`src/hdl/tape_language_interpreter_core_top_defines.svh`:
```
// Assertion macros shared by the interpreter core RTL.
`ifndef TAPE_LANGUAGE_INTERPRETER_CORE_TOP_DEFINES_SVH
`define TAPE_LANGUAGE_INTERPRETER_CORE_TOP_DEFINES_SVH

// Same-cycle implication, sampled on clk, off while arst_n is low.
`define TLI_ASSERT_NOW(lbl, ante, cons, msg) \
	lbl: assert property (@(posedge clk) disable iff (!arst_n) (ante) |-> (cons)) \
		else $error(msg);

// Next-cycle implication, sampled on clk, off while arst_n is low.
`define TLI_ASSERT_NEXT(lbl, ante, cons, msg) \
	lbl: assert property (@(posedge clk) disable iff (!arst_n) (ante) |=> (cons)) \
		else $error(msg);

`endif

```
`src/hdl/tli_ram.sv`:
```
// Generic single-write, single-read synchronous RAM with registered read data.
module tli_ram #(
	parameter int DEPTH = 16,
	parameter int WIDTH = 8,
	localparam int AW = $clog2(DEPTH)
) (
	input  logic             clk,
	input  logic             we,
	input  logic [AW-1:0]    waddr,
	input  logic [WIDTH-1:0] wdata,
	input  logic             re,
	input  logic [AW-1:0]    raddr,
	output logic [WIDTH-1:0] rdata
);

	logic [WIDTH-1:0] mem_q [DEPTH];

	always_ff @(posedge clk) begin
		if (we) begin
			mem_q[waddr] <= wdata;
		end
		if (re) begin
			rdata <= mem_q[raddr];
		end
	end

endmodule

```
`config.mk`:
```
export PLATFORM = sky130hd
export DESIGN_NAME = tli_ram
export DESIGN_NICKNAME = d
export VERILOG_FILES = /design/src/hdl/tape_language_interpreter_core_top_defines.svh /design/src/hdl/tli_ram.sv
export SDC_FILE = /design/constraint.sdc
export NUM_CORES = 1
export LEC_CHECK = 0
export BUFFER_PORTS_ARGS = -buffer_cell sky130_fd_sc_hd__buf_4
export CORE_UTILIZATION = 53
export CTS_CLUSTER_SIZE = 20
export DETAILED_ROUTE_END_ITERATION = 8
export GPL_ROUTABILITY_DRIVEN = 0
export PLACE_DENSITY_LB_ADDON = 0.2
export RECOVER_POWER = 100
export SYNTH_ARGS = -nofsm -noshare
export SYNTH_HDL_FRONTEND = slang
export SYNTH_SLANG_ARGS = --single-unit
```
`constraint.sdc`:
```
create_clock -name clk -period 2.5 [get_ports clk]
set_clock_uncertainty 0.15 [all_clocks]
set_input_delay 0.5 -clock clk [delete_from_list [all_inputs] [get_ports clk]]
set_output_delay 0.5 -clock clk [all_outputs]
set_load 0.02 [all_outputs]
```
; Word-level counts from Yosys, hierarchy flattened
; Memories as Yosys holds them, arrays and structs flattened. A register that Yosys moved wholly into a read port is not among the register bits.
; Index checks and enable logic that the tools add are counted.
[totals]
latch_bits = 0
wordCells = 3
out_inout_bits = 8
in_bits = 19
register_bits = 0
romBits = 0
memories = 1
mem_bits_rw = 128
[op_classes]
order_cmp = 0
addsub = 0
reduce_logical = 0
div_mod_pow = 0
mul = 0
bitwise = 0
eq_ne = 0
shift = 0
mux = 2
[mem_list]
columns = memory, depth, width, rd, rd_ports_with_merged_regs, write_ports, line_no
row1 = mem_q, 16, 8, 1, 1, 1, tli_ram.sv:16  ; logic [WIDTH-1:0] mem_q [DEPTH];
[ops]
columns = op, count
row1 = 1-bit two-way mux, 2

; Depth between registers and ports, before layout
; Gate-level depths: netlist of the first run.
[depth]
depth_word = 2
mapped_depth = 5
ltp_nobuf = 3

; Least setup slack after synthesis of the first run
; OpenSTA, ideal clock, no wires.
[synth_timing]
path_kind = input-to-reg
startpoint = input port waddr[2]
endpoint = memory mem_q[0][0], enable pin
arrival_ps = 1610
t_required_ps = 1967
stages = 2
slack_ps = 357
setup_ps = 383
path_buffers = 0
path_cell_list = or3b_2 nor3_1
[synth_rtl]
columns = item, line_no
row1 = from (decl), tli_ram.sv:9  ; input logic [AW-1:0] waddr,
row2 = to (decl), tli_ram.sv:16
; No word-level cell before the write port.

==> results.py, run 1 <==
metrics = {
    "finish": {
        "seq_area_mm2": 0.00408,
        "multi_input_area_mm2": 0.00106,
        "area_growth_pct": 17.2,
        "stdcell_count": 433,
        "nNetsFinal": 310,
        "antenna_cells": 0,
        "n_fill_cell": 651,
        "final_layout_size_suffix_gt1_share_pct": 18.8,
    },
    "global_route": {
        "track_usage_pct": 20.7,
        "top_usage_layer": "met2",
        "antenna_found_initial": 0,
        "gr-total-overflow": 0,
        "use_met2_pct": 31.8,
        "grt_pass1_vias": 2584,
        "grt_use_met3_pct": 5.24,
        "grt_max_degree": 33,
        "met1_usage_pct": 29.1,
        "grt_pass1_wl_um": 14400,
    },
    "min_path": {
        "worstHoldPathCells": 1,
        "whs_endpoint": "rdata[3]",
        "hold_start": "re",
        "hp-class": "in2reg",
    },
    "drt": {
        "initialDrtViolationCount": 184,
        "wl_per_cell_um": 21.8,
        "drt-total-wl_um": 9450,
        "viasPerCell": 5.73,
        "dr.pass1.iters": 4,
        "drc_errors": 0,
        "ant_nets": 0,
        "via_count": 2479,
    },
    "synth": {
        "synthArstFlopShare_pct": 0,
        "synth_top_area_share_pct": 78.1,
        "synth_seq_cells": 136,
        "synth_area_leaders": "edfxtp_1, mux4_2, mux4_1, a22oi_1, nor2_1",
        "postSynthCellCount": 229,
        "synth.most_common_cell": "edfxtp_1",
        "ys_types": 18,
        "avgSynthCellArea_um2": 22.8,
        "synth_area_leader_cell": "edfxtp_1",
        "ys_seq_area_share_pct": 78.1,
        "synth_nets": 248,
        "yosysWarnings": 0,
        "synth_edf_count": 136,
        "ys.flop_type": "edfxtp_1",
        "synth_common_cells": "edfxtp_1, mux4_2, a22oi_1",
        "syn_area_mm2": 0.00523,
    },
    "clock_tree": {
        "cts_setup_buffers": 0,
        "worstSkewPairLatency_ns": 0.51,
        "cts_hold_buf": 0,
        "h-tree-depth": 4,
        "clock_sinks": 136,
        "root_buffer": "clkbuf_8",
        "cts_tree": "built",
        "clk_path_buf_depth": 2,
        "clk_pin_slew_ns": 0.06,
        "post_cts_resized": 0,
        "cts_made_buffers": 17,
    },
    "floorplanning": {
        "num_rows": 35,
        "fp.dieH_um": 101,
        "dieArea_mm2": 0.0103,
        "die_w_um": 101,
        "start_util_pct": 55.5,
        "ioPinCount": 27,
        "core_area_mm2": 0.00942,
    },
    "timing": {
        "hold_viol_final": 0,
        "setup_viol": 0,
        "slew_viol_final": 0,
        "layout_min_cycle_time_ns": 1.88,
        "slew_headroom_pct": 52.0,
        "setup-tns-final_ns": 0,
        "rsz0062_at_grt": "no",
        "tightestPinTransition_ns": 0.718,
        "timing.fmax_ghz": 0.531,
        "period_share_pct": 75.4,
    },
    "critical_path": {
        "timing.rr.start": "mem_q[3][4]",
        "critical_path_arrival_ns": 1.99,
        "endpoint_kind": "flop",
        "start_kind": "input port",
        "critPathMaxFanout": 16,
        "path_class": "in2reg",
        "r2r_setup_slack_ns": 0.84,
        "worstPathRequired_ns": 2.61,
        "r2r_cells": 3,
        "r2r-end": "rdata[4]",
    },
    "status": {
        "status": "complete, no violations",
    },
    "place": {
        "dp_cells": 401,
        "hpwl_um": 6080,
        "numPortBuffers": 26,
    },
    "pwr": {
        "pwr_density_cell_mw_per_mm2": 851,
        "p_leak_nw": 1.98,
        "irDropWorstVdd_uv": 445,
    },
    "run": {
        "max_cap_viol_count": 0,
    },
}
per-stage QoR:
step / util, % / setup slack, ns / power, mW / hold slack, ns / instance area (um^2)
floorplan: - / 0.357 / 2.77 / 0.449 / 5230
global placement: 60.7 / 0.267 / 2.88 / 0.571 / 5710
detailed placement: 60.7 / 0.240 / 2.89 / 0.588 / 5710
CTS: 66.8 / 0.771 / 5.26 / 0.109 / 6290
global route: 65.1 / 0.467 / 5.35 / 0.301 / 6130
finish: 65.1 / 0.616 / 5.21 / 0.280 / 6130
final cells by class:
class	instances	area share [%]
Sequential cell	136	66.7
Timing Repair Buffer	53	4.06
Clock buffer	18	6.82
Tap cell	129	2.63
Clock inverter	14	2.55
Multi-Input combinational cell	83	17.3
worst max-delay path, stage by stage:
cell	delay, ns
buf_4	0.22
buf_12	0.20
clkbuf_1	0.30
mux4_2	0.54
a22oi_1	0.15
nand2_1	0.07
cells in the final DEF (no fill, tap or decap), types with 2 or more instances in the layout:
cell type	count
buf_4	9
clkinv_2	3
nand2_1	9
clkinvlp_4	3
nor2_1	13
mux4_2	18
clkbuf_16	16
mux4_1	14
nand3b_1	2
bufinv_16	3
a22oi_1	16
clkbuf_1	44
clkinv_1	3
nand2b_1	2
edfxtp_1	136
nor3_1	4
report_power, final:
group	total, mW	internal (mW)	switching, mW
registers	2.58	2.57	0.0119
logic	0.235	0.0935	0.141
clock network	2.39	1.50	0.889
flip-flops by register name, summed over array words and instances (netlist names):
signal and count:
mem_q 128, rdata 8
worst max path at each step:
stage	start	to	depth (start not counted)
5_1_grt	raddr[0]	rdata[2]	6
4_1_cts	rdata[1]	rdata[1]	1
2_1_floorplan	waddr[2]	mem_q[0][0]	2
6_report	raddr[0]	rdata[1]	6
3_5_place_dp	raddr[0]	rdata[1]	6
3_3_place_gp	raddr[0]	rdata[0]	5
routing by layer:
| metal | up-vias | part of all wire (%) |
|---|---|---|
| met1 | 1290 | 43 |
| met5 | - | 0 |
| met2 | 78 | 50 |
| met4 | 0 | 0.66 |
| met3 | 6 | 5.6 |
| li1 | 1105 | - |
logic make-up after synthesis:
logic type | synth area share, %
and+or+nand+nor | 3.14
muxes | 14.8
DFF | 78.1
AOI/OAI and AO/OA | 2.30
buffers and inverters | 1.65
No activity file was read; power rests on OpenSTA's default activity.
==> run 2: changes to the inputs <==
==> constraint.sdc (replaced) <==
create_clock -name clk -period 1.7 [get_ports clk]
set_clock_uncertainty 0.15 [all_clocks]
set_input_delay 0.34 -clock clk [delete_from_list [all_inputs] [get_ports clk]]
set_output_delay 0.34 -clock clk [all_outputs]
set_load 0.02 [all_outputs]
==> run 2 against run 1 <==
  * Core utilization increased by 0.85 points
  * Final cell count grew 1.2%
  * Total power rose by 48%
  * Die area unchanged
  * Register-to-register slack worse by 0.77 ns
  * Critical path depth shrank 2
  * Worst hold slack better by 0.018 ns
  * Sequential power rose by 47%
  * Count of clock-buffer cells in the layout unchanged
  * Critical path type unchanged
==> results.py, run 2 (synthesis results as in run 1) <==
metrics = {
    "floorplanning": {
        "fp.dieH_um": 101,
        "core_area_mm2": 0.00942,
        "num_rows": 35,
        "start_util_pct": 55.5,
        "die_w_um": 101,
        "dieArea_mm2": 0.0103,
        "ioPinCount": 27,
    },
    "critical_path": {
        "timing.rr.start": "mem_q[5][3]",
        "critPathMaxFanout": 8,
        "r2r_setup_slack_ns": 0.07,
        "r2r_cells": 3,
        "worstPathRequired_ns": 1.69,
        "start_kind": "input port",
        "critical_path_arrival_ns": 1.64,
        "path_class": "in2reg",
        "r2r-end": "rdata[3]",
        "endpoint_kind": "flop",
    },
    "place": {
        "dp_cells": 402,
        "post-place-ws_ns": -0.335,
        "hpwl_um": 6390,
        "numPortBuffers": 26,
    },
    "drt": {
        "drc_errors": 0,
        "drt-total-wl_um": 10200,
        "dr.pass1.iters": 4,
        "wl_per_cell_um": 23.2,
        "viasPerCell": 5.70,
        "ant_nets": 0,
        "initialDrtViolationCount": 244,
        "via_count": 2495,
    },
    "min_path": {
        "hold_start": "wdata[7]",
        "worstHoldPathCells": 1,
        "hp-class": "in2reg",
        "whs_endpoint": "mem_q[0][7]",
    },
    "clock_tree": {
        "clk_pin_slew_ns": 0.06,
        "worstSkewPairLatency_ns": 0.51,
        "clk_path_buf_depth": 2,
        "cts_tree": "built",
        "cts_made_buffers": 17,
        "h-tree-depth": 4,
        "cts_setup_buffers": 0,
        "clock_sinks": 136,
        "root_buffer": "clkbuf_8",
    },
    "global_route": {
        "grt_pass1_wl_um": 15500,
        "antenna_found_initial": 0,
        "grt_pass1_vias": 2567,
        "grt_max_degree": 17,
        "grt_use_met3_pct": 7.11,
        "top_usage_layer": "met2",
        "met1_usage_pct": 32.3,
        "gr-total-overflow": 0,
        "track_usage_pct": 22.7,
        "use_met2_pct": 33.5,
    },
    "finish": {
        "regMostFlops": "mem_q",
        "largest_registers": "mem_q: 128 flops, rdata: 8 flops",
        "stdcell_count": 438,
        "nNetsFinal": 315,
        "antenna_cells": 0,
        "final_util_pct": 65.9,
        "mostFrequentLayoutCells": "edfxtp_1, mux4_2, clkbuf_1",
        "final_layout_size_suffix_gt1_share_pct": 28.8,
        "largest_register_ffs": 128,
        "area_growth_pct": 18.7,
        "final_common_cell": "edfxtp_1",
    },
    "run": {
        "max_cap_viol_count": 0,
    },
    "timing": {
        "setup_viol": 0,
        "holdWs_ns": 0.299,
        "setup-tns-final_ns": 0,
        "slew_viol_final": 0,
        "timing.fmax_ghz": 0.607,
        "worst_slack_ns": 0.0513,
        "rsz0062_at_grt": "no",
        "tightestPinTransition_ns": 0.856,
        "slew_headroom_pct": 42.9,
        "hold_viol_final": 0,
        "period_share_pct": 97.0,
        "layout_min_cycle_time_ns": 1.65,
    },
    "pwr": {
        "p_sw_share_pct": 20.2,
        "switchingPower_mw": 1.56,
        "pwr_density_cell_mw_per_mm2": 1250,
        "pwr-share-comb_pct": 5.2,
        "p_leak_nw": 2.02,
        "irDropWorstVdd_uv": 611,
        "power_frac_clock_pct": 45.6,
        "p_int_mw": 6.16,
        "seqPwrFrac_pct": 49.2,
    },
    "status": {
        "status": "complete, no violations",
    },
}
[run 2: changes by cell type in the layout (fill, tap and decap cells not counted), sizes merged]
cell,before,now
buf,10,15
clkbuf,61,57
clkinv,7,8
inv,1,0
dlygate4sd3,0,4
[run 2: area by class of cell]
type / count / area (um^2)
fillers: 641 / 3210
repair buffers: 58 / 358
flip-flops and latches: 136 / 4080
clock inverters: 14 / 158
well taps: 129 / 161
multi-input cells: 83 / 1030
clock buffers: 18 / 418
[run 2: critical path, cell delays in order]
cell,delay (ns)
clkbuf_4,0.11
or3b_2,0.52
nor3_1,0.16
clkbuf_1,0.51
[run 2: what timing repair did]
action,4_1_cts,5_1_grt
setup endpoints to repair,1,2
hold buffers,4,0
hold endpoints to repair,42,0
gates resized for setup,1,2
[run 2: metrics by stage]
step                      area [um^2]  power, mW
after global routing             6210       7.97
after global placement           5710       4.28
final                            6210       7.73
after floorplan                  5220       4.09
after detailed placement         5710       4.29
after CTS                        6330       7.80
[run 2: routing by layer]
metal | part of all wire (%) | routed length [um]
met5 | 0 | 0
met4 | 1.4 | 145
met3 | 6.8 | 696
met2 | 49 | 5010
met1 | 43 | 4330
[run 2: worst max-delay path by stage]
| stage | end | startpoint | cells past startpoint |
|---|---|---|---|
| final | mem_q[0][2] | waddr[2] | 4 |
| after global placement | rdata[3] | raddr[0] | 5 |
| after floorplan | mem_q[3][0] | waddr[2] | 2 |
| after CTS | rdata[7] | mem_q[11][7] | 3 |
| after global routing | rdata[3] | mem_q[5][3] | 3 |
| after detailed placement | rdata[7] | raddr[0] | 5 |
[run 2: power groups by stage]
stage | combinational, mW | sequential (mW) | clock [mW]
CTS | 0.436 | 3.80 | 3.56
detailed placement | 0.424 | 3.87 | 0
global placement | 0.415 | 3.87 | 0
global route | 0.437 | 3.81 | 3.72
floorplan | 0.207 | 3.88 | 0
finish | 0.404 | 3.80 | 3.52
==> run 3: changes to the inputs <==
--- a/config.mk
+++ b/config.mk
@@ -7,6 +7,7 @@
 export LEC_CHECK = 0
 export BUFFER_PORTS_ARGS = -buffer_cell sky130_fd_sc_hd__buf_4
 export CORE_UTILIZATION = 53
+export CTS_BUF_LIST = sky130_fd_sc_hd__clkbuf_8
 export CTS_CLUSTER_SIZE = 20
 export DETAILED_ROUTE_END_ITERATION = 8
 export GPL_ROUTABILITY_DRIVEN = 0
==> run 3 against run 2 <==
  * Final area fell by 3.7%
  * Register-to-register slack got worse by 0.03 ns
  * Sequential share of layout area rose by 2.5 points
  * Global-route usage fell by 0.47 points
  * Wire length rose by 0.91%
  * Sequential power barely moved
  * Total power fell by 12%
  * Count of clock-buffer cells in the layout fell by 1
  * Critical endpoint is now rdata[3]
  * Largest cell class unchanged
==> results.py, run 3 (synthesis results as in run 1) <==
metrics = {
    "min_path": {
        "whs_endpoint": "rdata[0]",
        "worstHoldPathCells": 1,
        "hp-class": "in2reg",
        "hold_start": "re",
    },
    "floorplanning": {
        "fp.dieH_um": 101,
        "num_rows": 35,
        "ioPinCount": 27,
        "dieArea_mm2": 0.0103,
        "start_util_pct": 55.5,
        "die_w_um": 101,
        "core_area_mm2": 0.00942,
    },
    "global_route": {
        "antenna_found_initial": 0,
        "grt_pass1_vias": 2526,
        "grt_pass1_wl_um": 15200,
        "grt_max_degree": 17,
        "track_usage_pct": 22.2,
        "gr-total-overflow": 0,
    },
    "critical_path": {
        "endpoint_kind": "flop",
        "r2r_setup_slack_ns": 0.04,
        "critPathMaxFanout": 1,
        "path_class": "reg2reg",
        "r2r-end": "rdata[3]",
        "timing.rr.start": "mem_q[5][3]",
        "cpMaxStageDelayCell": "mux4_1",
        "r2r_cells": 3,
        "start_kind": "flop",
        "critPathMaxStageDelay_ns": 0.55,
        "path_cells": "mux4_1 -> a22oi_1 -> nand2_1",
        "worstPathRequired_ns": 1.72,
        "critical_path_arrival_ns": 1.67,
    },
    "finish": {
        "final_util_pct": 63.5,
        "antenna_cells": 0,
        "nNetsFinal": 311,
        "final_layout_size_suffix_gt1_share_pct": 27.2,
        "area_growth_pct": 14.3,
        "seq_area_mm2": 0.00408,
        "n_fill_cell": 661,
        "multi_input_area_mm2": 0.00102,
        "final_common_cell": "edfxtp_1",
        "largest_registers": "mem_q: 128 flops, rdata: 8 flops",
        "regMostFlops": "mem_q",
        "largest_register_ffs": 128,
        "mostFrequentLayoutCells": "edfxtp_1, clkbuf_1, mux4_2",
    },
    "drt": {
        "ant_nets": 0,
        "wl_per_cell_um": 23.7,
        "drt-total-wl_um": 10300,
        "drc_errors": 0,
        "via_count": 2543,
        "viasPerCell": 5.86,
        "dr.pass1.iters": 5,
        "initialDrtViolationCount": 192,
    },
    "timing": {
        "period_share_pct": 97.4,
        "slew_headroom_pct": 44.0,
        "hold_viol_final": 0,
        "holdWs_ns": 0.221,
        "timing.fmax_ghz": 0.604,
        "rsz0062_at_grt": "no",
        "layout_min_cycle_time_ns": 1.66,
        "setup-tns-final_ns": 0,
        "tightestPinTransition_ns": 0.841,
        "slew_viol_final": 0,
        "setup_viol": 0,
    },
    "clock_tree": {
        "clock_sinks": 136,
        "h-tree-depth": 4,
        "cts_tree": "built",
        "cts_hold_buf": 0,
        "worstSkewPairLatency_ns": 0.43,
        "cts_setup_buffers": 0,
        "clk_pin_slew_ns": 0.08,
        "cts_made_buffers": 17,
        "root_buffer": "clkbuf_8",
        "clk_path_buf_depth": 2,
    },
    "place": {
        "numPortBuffers": 26,
        "hpwl_um": 6390,
    },
    "pwr": {
        "p_leak_nw": 1.91,
        "irDropWorstVdd_uv": 500,
        "pwr_density_cell_mw_per_mm2": 1140,
    },
    "run": {
        "max_cap_viol_count": 0,
    },
    "status": {
        "status": "complete, no violations",
    },
}
==> run 3: final cells by class <==
cell class / count / share of cell area (%)
sequential: 136 / 68.4
multi-input combinational: 83 / 17.1
timing repair buffer: 54 / 5.21
clock buffer: 17 / 3.92
clock inverter: 15 / 2.70
tap: 129 / 2.70
==> run 3: worst max path at each step <==
stage	from	cells after the start	endpoint	slack, ns
CTS	mem_q[5][3]	3	rdata[3]	0.02
finish	mem_q[5][3]	3	rdata[3]	0.04
detailed placement	raddr[0]	5	rdata[7]	-0.34
global route	mem_q[5][3]	3	rdata[3]	0.005
floorplan	waddr[2]	2	mem_q[3][0]	-0.06
global placement	raddr[0]	5	rdata[3]	-0.29
==> run 3: power by group <==
group / internal [mW] / total (mW) / switching [mW]
clock: 1.43 / 2.63 / 1.20
combinational: 0.159 / 0.395 / 0.236
sequential: 3.78 / 3.80 / 0.0197
total: 5.36 / 6.82 / 1.46
==> run 3: critical path: cells and delay by family, from the launching register on <==
family | cells | cell delay, ns
muxes | 1 | 0.55
DFF | 1 | 0.38
AOI/OAI and AO/OA | 1 | 0.21
and+or+nand+nor | 1 | 0.10
==> run 3: metal layers <==
layer  global-route usage, %  share of wire [%]  vias up
met2                    34.1                 50      114
met1                    31.3                 42     1322
li1                        -                  -     1095
met5                       0                  0        -
met4                    8.36                1.4        0
met3                    5.59                6.4       12
==> run 3: timing repair <==
action / CTS / global route
gates resized for setup: 0 / 2
endpoints found under the setup margin: 0 / 2
endpoints found under the hold margin: 0 / 0
==> run 3: per-stage QoR <==
stage | area, um^2 | power (mW) | instances | worst slack [ns]
3_5_place_dp | 5710 | 4.29 | 402 | -0.335
4_1_cts | 6100 | 6.89 | 434 | 0.0198
5_1_grt | 5970 | 7.03 | 434 | 0.00539
6_report | 5970 | 6.82 | 434 | 0.0443
2_1_floorplan | 5220 | 4.09 | 229 | -0.0561
3_3_place_gp | 5710 | 4.28 | 402 | -0.294
